==> src/sv/process_ready_table_defines.svh <==
// Assertion macros for the process ready table RTL.
// Included by the files that carry concurrent assertions; no other dependencies.
`ifndef PROCESS_READY_TABLE_DEFINES_SVH
`define PROCESS_READY_TABLE_DEFINES_SVH

`ifndef SYNTHESIS

// Checked on every rising edge outside reset
`define PRT_ASSERT(label, clk, rst, prop) \
   label: assert property (@(posedge clk) disable iff (rst) prop) \
      else $error("process_ready_table: assertion failed");

// Checked on every rising edge, reset included
`define PRT_ASSERT_ALWAYS(label, clk, prop) \
   label: assert property (@(posedge clk) prop) \
      else $error("process_ready_table: assertion failed");

`else

`define PRT_ASSERT(label, clk, rst, prop)
`define PRT_ASSERT_ALWAYS(label, clk, prop)

`endif

`endif

==> src/sv/prt_pkg.sv <==
// Shared types and command codes for the process ready table.
// No dependencies; used by the slot RAM and the top level.
package prt_pkg;

   // Command codes carried on req_kind
   localparam logic [2:0] KIND_ADD      = 3'd0;
   localparam logic [2:0] KIND_REMOVE   = 3'd1;
   localparam logic [2:0] KIND_CONTAINS = 3'd2;
   localparam logic [2:0] KIND_REWIND   = 3'd3;
   localparam logic [2:0] KIND_NEXT     = 3'd4;

   localparam int PID_W  = 32;
   localparam int PRIO_W = 8;

   // One stored slot: process id and priority
   typedef struct packed {
      logic [PID_W-1:0]  pid;
      logic [PRIO_W-1:0] prio;
   } slot_entry_type;

endpackage

==> src/sv/process_ready_table.sv <==
// Process ready table: SLOTS slots of {valid, pid, priority}; each command beat
// yields one response beat that also carries the best (most urgent) entry.
// Depends on prt_pkg, prt_slot_ram and process_ready_table_defines.svh.
//
// Each command goes from accept to response in these steps: one sweep of the
// slot RAM read port over all slots (one slot per cycle, registered read data),
// a step to close the sweep, then a step to write back an added entry and
// register the response. A new command is accepted while a response
// beat still waits; it finishes only once that beat has been taken. Valid bits
// live in flip-flops cleared by reset; ids and priorities live in the RAM and
// are only used for slots whose valid bit is set, so no clearing pass is needed.
module process_ready_table #(
   parameter int SLOTS = 16
) (
   input  logic        clock,
   input  logic        reset,
   input  logic        req_valid,
   output logic        req_ready,
   input  logic [2:0]  req_kind,
   input  logic [31:0] req_pid,
   input  logic [7:0]  req_priority_req,
   output logic        rsp_valid,
   input  logic        rsp_ready,
   output logic        rsp_status,
   output logic        rsp_found,
   output logic [31:0] rsp_out_pid,
   output logic [7:0]  rsp_out_priority,
   output logic        rsp_best_valid,
   output logic [31:0] rsp_best_pid,
   output logic [7:0]  rsp_best_priority
);

`include "process_ready_table_defines.svh"

   localparam int IDX_W = (SLOTS > 1) ? $clog2(SLOTS) : 1;
   localparam int CUR_W = IDX_W + 1;
   localparam logic [CUR_W-1:0] SLOTS_C = CUR_W'(SLOTS);

   typedef enum logic [1:0] {
      ST_IDLE,
      ST_SCAN,
      ST_FINISH
   } state_type;

   state_type state_ff;

   // Command under work
   logic [2:0]  op_kind_ff;
   logic [31:0] op_pid_ff;
   logic [7:0]  op_prio_ff;

   // Slot state
   logic [SLOTS-1:0] valid_ff;
   logic [CUR_W-1:0] cursor_ff;

   // Sweep control
   logic [CUR_W-1:0] iss_ff;
   logic             chk_vld_ff;
   logic [IDX_W-1:0] chk_idx_ff;

   // Sweep accumulators
   logic             free_got_ff;
   logic [IDX_W-1:0] free_idx_ff;
   logic             found_ff;
   logic [31:0]      nxt_pid_ff;
   logic [7:0]       nxt_prio_ff;
   logic [IDX_W-1:0] nxt_idx_ff;
   logic             bv_ff;
   logic [31:0]      bpid_ff;
   logic [7:0]       bprio_ff;
   logic [IDX_W-1:0] bidx_ff;

   // Response register
   logic        rsp_valid_ff;
   logic        rsp_status_ff;
   logic        rsp_found_ff;
   logic [31:0] rsp_out_pid_ff;
   logic [7:0]  rsp_out_prio_ff;
   logic        rsp_bv_ff;
   logic [31:0] rsp_bpid_ff;
   logic [7:0]  rsp_bprio_ff;

   prt_pkg::slot_entry_type rd_data;
   prt_pkg::slot_entry_type wr_data;

   logic             req_take;
   logic             rd_en;
   logic             is_add;
   logic             is_rem;
   logic             is_cont;
   logic             is_next;
   logic             slot_v;
   logic             match;
   logic             clr;
   logic             live;
   logic             fin_go;
   logic             add_ok;
   logic             new_wins;
   logic             wr_en;
   logic             rsp_stall;

   assign req_ready = (state_ff == ST_IDLE);
   assign req_take  = req_valid && req_ready;

   assign is_add  = (op_kind_ff == prt_pkg::KIND_ADD);
   assign is_rem  = (op_kind_ff == prt_pkg::KIND_REMOVE);
   assign is_cont = (op_kind_ff == prt_pkg::KIND_CONTAINS);
   assign is_next = (op_kind_ff == prt_pkg::KIND_NEXT);

   // Read one slot per cycle during the sweep
   assign rd_en = (state_ff == ST_SCAN) && (iss_ff < SLOTS_C);

   // Per-slot evaluation of the returning read data
   always_comb begin
      slot_v = valid_ff[chk_idx_ff];
      match  = slot_v && (rd_data.pid == op_pid_ff);
      clr    = match && (is_add || is_rem);
      live   = slot_v && !clr;
   end

   // Finish step: response slot must be free
   assign fin_go    = (state_ff == ST_FINISH) && (!rsp_valid_ff || rsp_ready);
   assign add_ok    = is_add && free_got_ff;
   assign rsp_stall = rsp_valid_ff && !rsp_ready;

   // Added entry versus best surviving entry; lower slot wins ties
   assign new_wins = !bv_ff || (op_prio_ff < bprio_ff) ||
                     ((op_prio_ff == bprio_ff) && (free_idx_ff < bidx_ff));

   assign wr_en        = fin_go && add_ok;
   assign wr_data.pid  = op_pid_ff;
   assign wr_data.prio = op_prio_ff;

   prt_slot_ram #(
      .DEPTH  (SLOTS),
      .ADDR_W (IDX_W)
   ) u_slot_ram (
      .clock   (clock),
      .wr_en   (wr_en),
      .wr_addr (free_idx_ff),
      .wr_data (wr_data),
      .rd_en   (rd_en),
      .rd_addr (iss_ff[IDX_W-1:0]),
      .rd_data (rd_data)
   );

   // Sequencer, slot state and response register
   always_ff @(posedge clock) begin
      if (reset) begin
         state_ff     <= ST_IDLE;
         valid_ff     <= '0;
         cursor_ff    <= '0;
         iss_ff       <= '0;
         chk_vld_ff   <= 1'b0;
         rsp_valid_ff <= 1'b0;
      end else begin
         // Response beat taken with no new beat behind it
         if (rsp_valid_ff && rsp_ready && !fin_go) begin
            rsp_valid_ff <= 1'b0;
         end

         unique case (state_ff)
            ST_IDLE: begin
               if (req_take) begin
                  op_kind_ff  <= req_kind;
                  op_pid_ff   <= req_pid;
                  op_prio_ff  <= req_priority_req;
                  iss_ff      <= '0;
                  chk_vld_ff  <= 1'b0;
                  free_got_ff <= 1'b0;
                  found_ff    <= 1'b0;
                  nxt_pid_ff  <= '0;
                  nxt_prio_ff <= '0;
                  bv_ff       <= 1'b0;
                  bpid_ff     <= '0;
                  bprio_ff    <= '0;
                  state_ff    <= ST_SCAN;
               end
            end

            ST_SCAN: begin
               // Issue side
               chk_vld_ff <= rd_en;
               chk_idx_ff <= iss_ff[IDX_W-1:0];
               if (rd_en) begin
                  iss_ff <= iss_ff + CUR_W'(1);
               end

               // Check side: slot chk_idx_ff has its data on rd_data
               if (chk_vld_ff) begin
                  if (clr) begin
                     valid_ff[chk_idx_ff] <= 1'b0;
                  end
                  if (is_add && !live && !free_got_ff) begin
                     free_got_ff <= 1'b1;
                     free_idx_ff <= chk_idx_ff;
                  end
                  if (is_cont && match) begin
                     found_ff <= 1'b1;
                  end
                  if (is_next && slot_v && !found_ff &&
                      ({1'b0, chk_idx_ff} >= cursor_ff)) begin
                     found_ff    <= 1'b1;
                     nxt_pid_ff  <= rd_data.pid;
                     nxt_prio_ff <= rd_data.prio;
                     nxt_idx_ff  <= chk_idx_ff;
                  end
                  if (live && (!bv_ff || (rd_data.prio < bprio_ff))) begin
                     bv_ff    <= 1'b1;
                     bpid_ff  <= rd_data.pid;
                     bprio_ff <= rd_data.prio;
                     bidx_ff  <= chk_idx_ff;
                  end
               end else if (iss_ff == SLOTS_C) begin
                  state_ff <= ST_FINISH;
               end
            end

            ST_FINISH: begin
               if (fin_go) begin
                  if (add_ok) begin
                     valid_ff[free_idx_ff] <= 1'b1;
                  end
                  if (op_kind_ff == prt_pkg::KIND_REWIND) begin
                     cursor_ff <= '0;
                  end else if (is_next) begin
                     cursor_ff <= found_ff ? ({1'b0, nxt_idx_ff} + CUR_W'(1)) : SLOTS_C;
                  end

                  rsp_valid_ff    <= 1'b1;
                  rsp_status_ff   <= is_add && !free_got_ff;
                  rsp_found_ff    <= found_ff;
                  rsp_out_pid_ff  <= nxt_pid_ff;
                  rsp_out_prio_ff <= nxt_prio_ff;
                  if (add_ok && new_wins) begin
                     rsp_bv_ff    <= 1'b1;
                     rsp_bpid_ff  <= op_pid_ff;
                     rsp_bprio_ff <= op_prio_ff;
                  end else begin
                     rsp_bv_ff    <= bv_ff;
                     rsp_bpid_ff  <= bpid_ff;
                     rsp_bprio_ff <= bprio_ff;
                  end
                  state_ff <= ST_IDLE;
               end
            end

            default: begin
               state_ff <= ST_IDLE;
            end
         endcase
      end
   end

   assign rsp_valid         = rsp_valid_ff;
   assign rsp_status        = rsp_status_ff;
   assign rsp_found         = rsp_found_ff;
   assign rsp_out_pid       = rsp_out_pid_ff;
   assign rsp_out_priority  = rsp_out_prio_ff;
   assign rsp_best_valid    = rsp_bv_ff;
   assign rsp_best_pid      = rsp_bpid_ff;
   assign rsp_best_priority = rsp_bprio_ff;

   // Assertions
   `PRT_ASSERT_ALWAYS(a_cursor_range, clock, reset || (cursor_ff <= SLOTS_C))
   `PRT_ASSERT(a_free_sticky, clock, reset, (state_ff == ST_SCAN && free_got_ff) |=> free_got_ff)
   `PRT_ASSERT(a_add_has_best, clock, reset, (fin_go && add_ok) |=> rsp_best_valid)
   `PRT_ASSERT(a_full_has_best, clock, reset, (rsp_valid && rsp_status) |-> rsp_best_valid)
   `PRT_ASSERT(a_fin_hold, clock, reset, (rsp_stall && state_ff == ST_FINISH) |=> state_ff == ST_FINISH)

endmodule

==> src/sv/prt_slot_ram.sv <==
// Slot payload memory: one write port, one read port, registered read data.
// Depends on prt_pkg for the entry type.
module prt_slot_ram #(
   parameter int DEPTH  = 16,
   parameter int ADDR_W = 4
) (
   input  logic                    clock,
   input  logic                    wr_en,
   input  logic [ADDR_W-1:0]       wr_addr,
   input  prt_pkg::slot_entry_type wr_data,
   input  logic                    rd_en,
   input  logic [ADDR_W-1:0]       rd_addr,
   output prt_pkg::slot_entry_type rd_data
);

   prt_pkg::slot_entry_type mem [DEPTH];

   // Write port
   always_ff @(posedge clock) begin
      if (wr_en) begin
         mem[wr_addr] <= wr_data;
      end
   end

   // Read port, registered read data
   always_ff @(posedge clock) begin
      if (rd_en) begin
         rd_data <= mem[rd_addr];
      end
   end

endmodule
==> config.mk <==
export PLATFORM = sky130hd
export DESIGN_NAME = process_ready_table
export DESIGN_NICKNAME = d
export VERILOG_FILES = /design/src/sv/prt_pkg.sv /design/src/sv/process_ready_table.sv /design/src/sv/prt_slot_ram.sv
export VERILOG_INCLUDE_DIRS = /design/src /design/src/sv
export SDC_FILE = /design/constraint.sdc
export NUM_CORES = 1
export LEC_CHECK = 0
export ABC_AREA = 1
export BUFFER_PORTS_ARGS = -buffer_cell sky130_fd_sc_hd__buf_2
export CORE_ASPECT_RATIO = 1.4
export CORE_MARGIN = 8
export CORE_UTILIZATION = 50
export CTS_CLUSTER_DIAMETER = 200
export DETAILED_ROUTE_END_ITERATION = 8
export PLACE_DENSITY = 0.67
export SYNTH_ARGS = -nofsm -noshare
export SYNTH_HDL_FRONTEND = slang
export SYNTH_SLANG_ARGS = --single-unit
==> constraint.sdc <==
create_clock -name clock -period 5.9 [get_ports clock]
set_input_delay 0 -clock clock [delete_from_list [all_inputs] [get_ports clock]]
set_output_delay 0 -clock clock [all_outputs]
set_load 0.05 [all_outputs]
==> reports/results.tsv <==
stage	metric	value	unit
floorplanning	dieArea	81800	sq um
layout	syn_to_final_growth	13.5	%
timing	slew_headroom	0.292	
clock_tree	cts-root-buf	clkbuf_16	
timing	max_clock_freq	0.278	GHz
detailed_routing	drt-total-wl	95500	microns
power_and_ir_drop	power_density	352	nW/um^2
critical_path	worst_path_max_delay_cell	edfxtp_1	
detailed_routing	drtAntennaViolNets	0	
synth	yosys-top-cells-count	edfxtp_1 (905), nor2_1 (472), o21ai_0 (366)	
critical_path	path_cells	ha_1 -> nand2_1 -> o21ai_0 -> nand2_1 -> o211ai_1 -> nand3_1 -> nand2_2 -> buf_4 -> mux2_2	
clock_tree	h-tree-depth	3	
clock_tree	clkTransAtPathRegs	70	ps
timing	fin_worst_skew	30.1	ps
global_routing	grt_pass1_wl	141000	microns
synth	ys_top_cells_by_area	edfxtp_1 (75%), o21ai_0 (5.0%), nor2_1 (4.9%)	
placement	post-place-ws	2380	ps
clock_tree	holdBufCountCts	47	
critical_path	rrSetupSlack	2300	ps
placement	io_buffers	131	
detailed_routing	wl_per_cell	24.2	microns
detailed_routing	vias	23300	
timing	min_period_over_period	0.610	
timing	hold_violations	0	
timing	slew_violations	0	
clock_tree	post_cts_resized	0	
floorplanning	die_h	335	microns
global_routing	grt_max_degree	237	
layout	drive_above_1_share	0.113	
synth	post-synth-top-count-cell	edfxtp_1	
synth	syn_nets	2849	
clock_tree	clock_latency	650	ps
power_and_ir_drop	peakVddDrop	0.000204	V
critical_path	end_kind	flip-flop	
critical_path	cp-start-kind	flip-flop	
synth	ys_types	35	
placement	dp_cells	3747	
floorplanning	num_rows	117	
floorplanning	start_util	0.502	
timing	tns	0	ps
synth	ys_ff_latch	935	
run	max_cap_violations	0	
floorplanning	fp.dieW	244	microns
timing	rsz0062_at_grt	no	
critical_path	critPathKind	flip-flop to flip-flop	
placement	place.gp.congestion	0.877	
clock_tree	post_cts_buffers	0	
timing	worst_pin_slew	1060	ps
global_routing	grt_antenna_before_repair	1	
critical_path	critPathMaxStageDelay	630	ps
synth	synth_warnings	0	
critical_path	crit_arrival	3980	ps
synth	yosysSeqAreaShare	0.763	
critical_path	crit_path_frequent_cell	nand2_1	
timing	fin_ws	2300	ps
layout	fillers	5753	
synth	synth_top_area_cell	edfxtp_1	
critical_path	required	6280	ps
layout	num_antenna_cells	0	
synth	async_flop_share	0	
global_routing	grtUsageTotal	0.228	
timing	setup_viol	0	
global_routing	grt_pass1_vias	22700	
clock_tree	cts_buffers	84	
placement	dp_hpwl	49500	microns
synth	synth_enable_flop_cells	905	
layout	nets	3000	
synth	syn_inst	2777	
floorplanning	ios	132	
clock_tree	clockBufferDepth	3	
synth	syn_avg_cell_area	13.1	sq um
layout	fin_cells	3947	
clock_tree	clock-sinks	935	
worst_hold_path	hold_class	input port to flip-flop	
synth	syn_area	36400	sq um
clock_tree	cts_tree	yes	
detailed_routing	vias_per_cell	5.90	
synth	yosysTopAreaCellShare	0.747	
global_routing	overflow	0	
synth	synth_ff_type	edfxtp_1	
detailed_routing	post-route-drc-count	0	
floorplanning	core-area	72500	sq um
critical_path	critPathMaxFanout	32	
timing	min_period	3600	ps
run_status	status	finished, final reports clean	
power_and_ir_drop	p_leak	14.3	nW
detailed_routing	dr.pass1.iters	6	
detailed_routing	drt_iter0_markers	2624	
-- stage by stage --
stage	instance area (sq um)	power (mW)	utilization	hold WS (ps)
after floorplan	36400	8.75	-	78.5
after global placement	38100	9.18	0.526	176
final	41300	14.5	0.570	71.8
after global routing	41300	15.0	0.570	62.5
after CTS	41300	14.6	0.570	40.0
after detailed placement	38100	9.24	0.526	179
-- area by class of cell --
cell class	count	area [sq um]	area share
clock buffer	101	2190	0.0530
clock inverter	52	500	0.0121
inverter	151	576	0.0139
multi-input combinational	1542	7610	0.184
sequential	935	27800	0.673
tap	952	1190	0.0289
timing repair buffer	214	1430	0.0347
-- kinds of logic after synthesis --
logic type / after synthesis / share of synthesized area
AOI/OAI and AO/OA: 618 / 0.0975
xor gates and xnor gates: 5 / 0.00120
adders and majority gates: 25 / 0.00860
buffers and inverters: 300 / 0.0319
DFF: 935 / 0.763
muxes: 3 / 0.000928
and+or+nand+nor: 891 / 0.0965
-- cells in the final DEF, fill, tap and decap left out, types with 47 or more instances in the layout --
master and count:
o221ai_1 63, o22ai_1 97, dlygate4sd3_1 47, edfxtp_1 905
clkbuf_16 85, inv_1 141, o21ai_0 366, buf_2 131
nand2_1 319, nand3_1 80, nor2_1 453, a21oi_1 52
-- worst max-delay path: cells and delay by family (launching register included) --
kind / cells / cell delay (ps)
AO/OA/AOI/OAI: 2 / 460
adder cells (fa/ha/maj): 1 / 430
buffers and inverters: 1 / 450
flip-flops: 1 / 630
multiplexers: 1 / 380
AND/OR/NAND/NOR: 4 / 990
-- metal layers --
metal	GRT usage	wire, microns
met5	0	0
met4	0.0832	3240
met3	0.0333	8070
met2	0.391	47500
met1	0.293	36700
-- power by group --
group | internal [mW] | leakage (nW) | switching [mW]
logic | 0.359 | 4.50 | 0.996
registers | 7.57 | 8.45 | 0.207
clock network | 3.01 | 1.32 | 2.38
-- worst paths after layout --
check	start	end	cells after the start
worst max-delay path	op_prio_ff[3]	rsp_best_pid[30]	9
worst min-delay path	req_pid[13]	op_pid_ff[13]	2
worst max register to register	op_prio_ff[3]	rsp_best_pid[30]	9
worst min register to register	nxt_prio_ff[2]	rsp_out_priority[2]	0
-- registers in the layout (all words and copies together) (netlist names), 16 cells and up --
| signal | count |
|---|---|
| rsp_best_pid | 32 |
| op_pid_ff | 32 |
| rsp_out_pid | 32 |
| bpid_ff | 32 |
| valid_ff | 16 |
| nxt_pid_ff | 32 |
| u_slot_ram.rd_data | 40 |
| u_slot_ram.mem | 640 |
No activity file was read; power rests on OpenSTA's default activity.
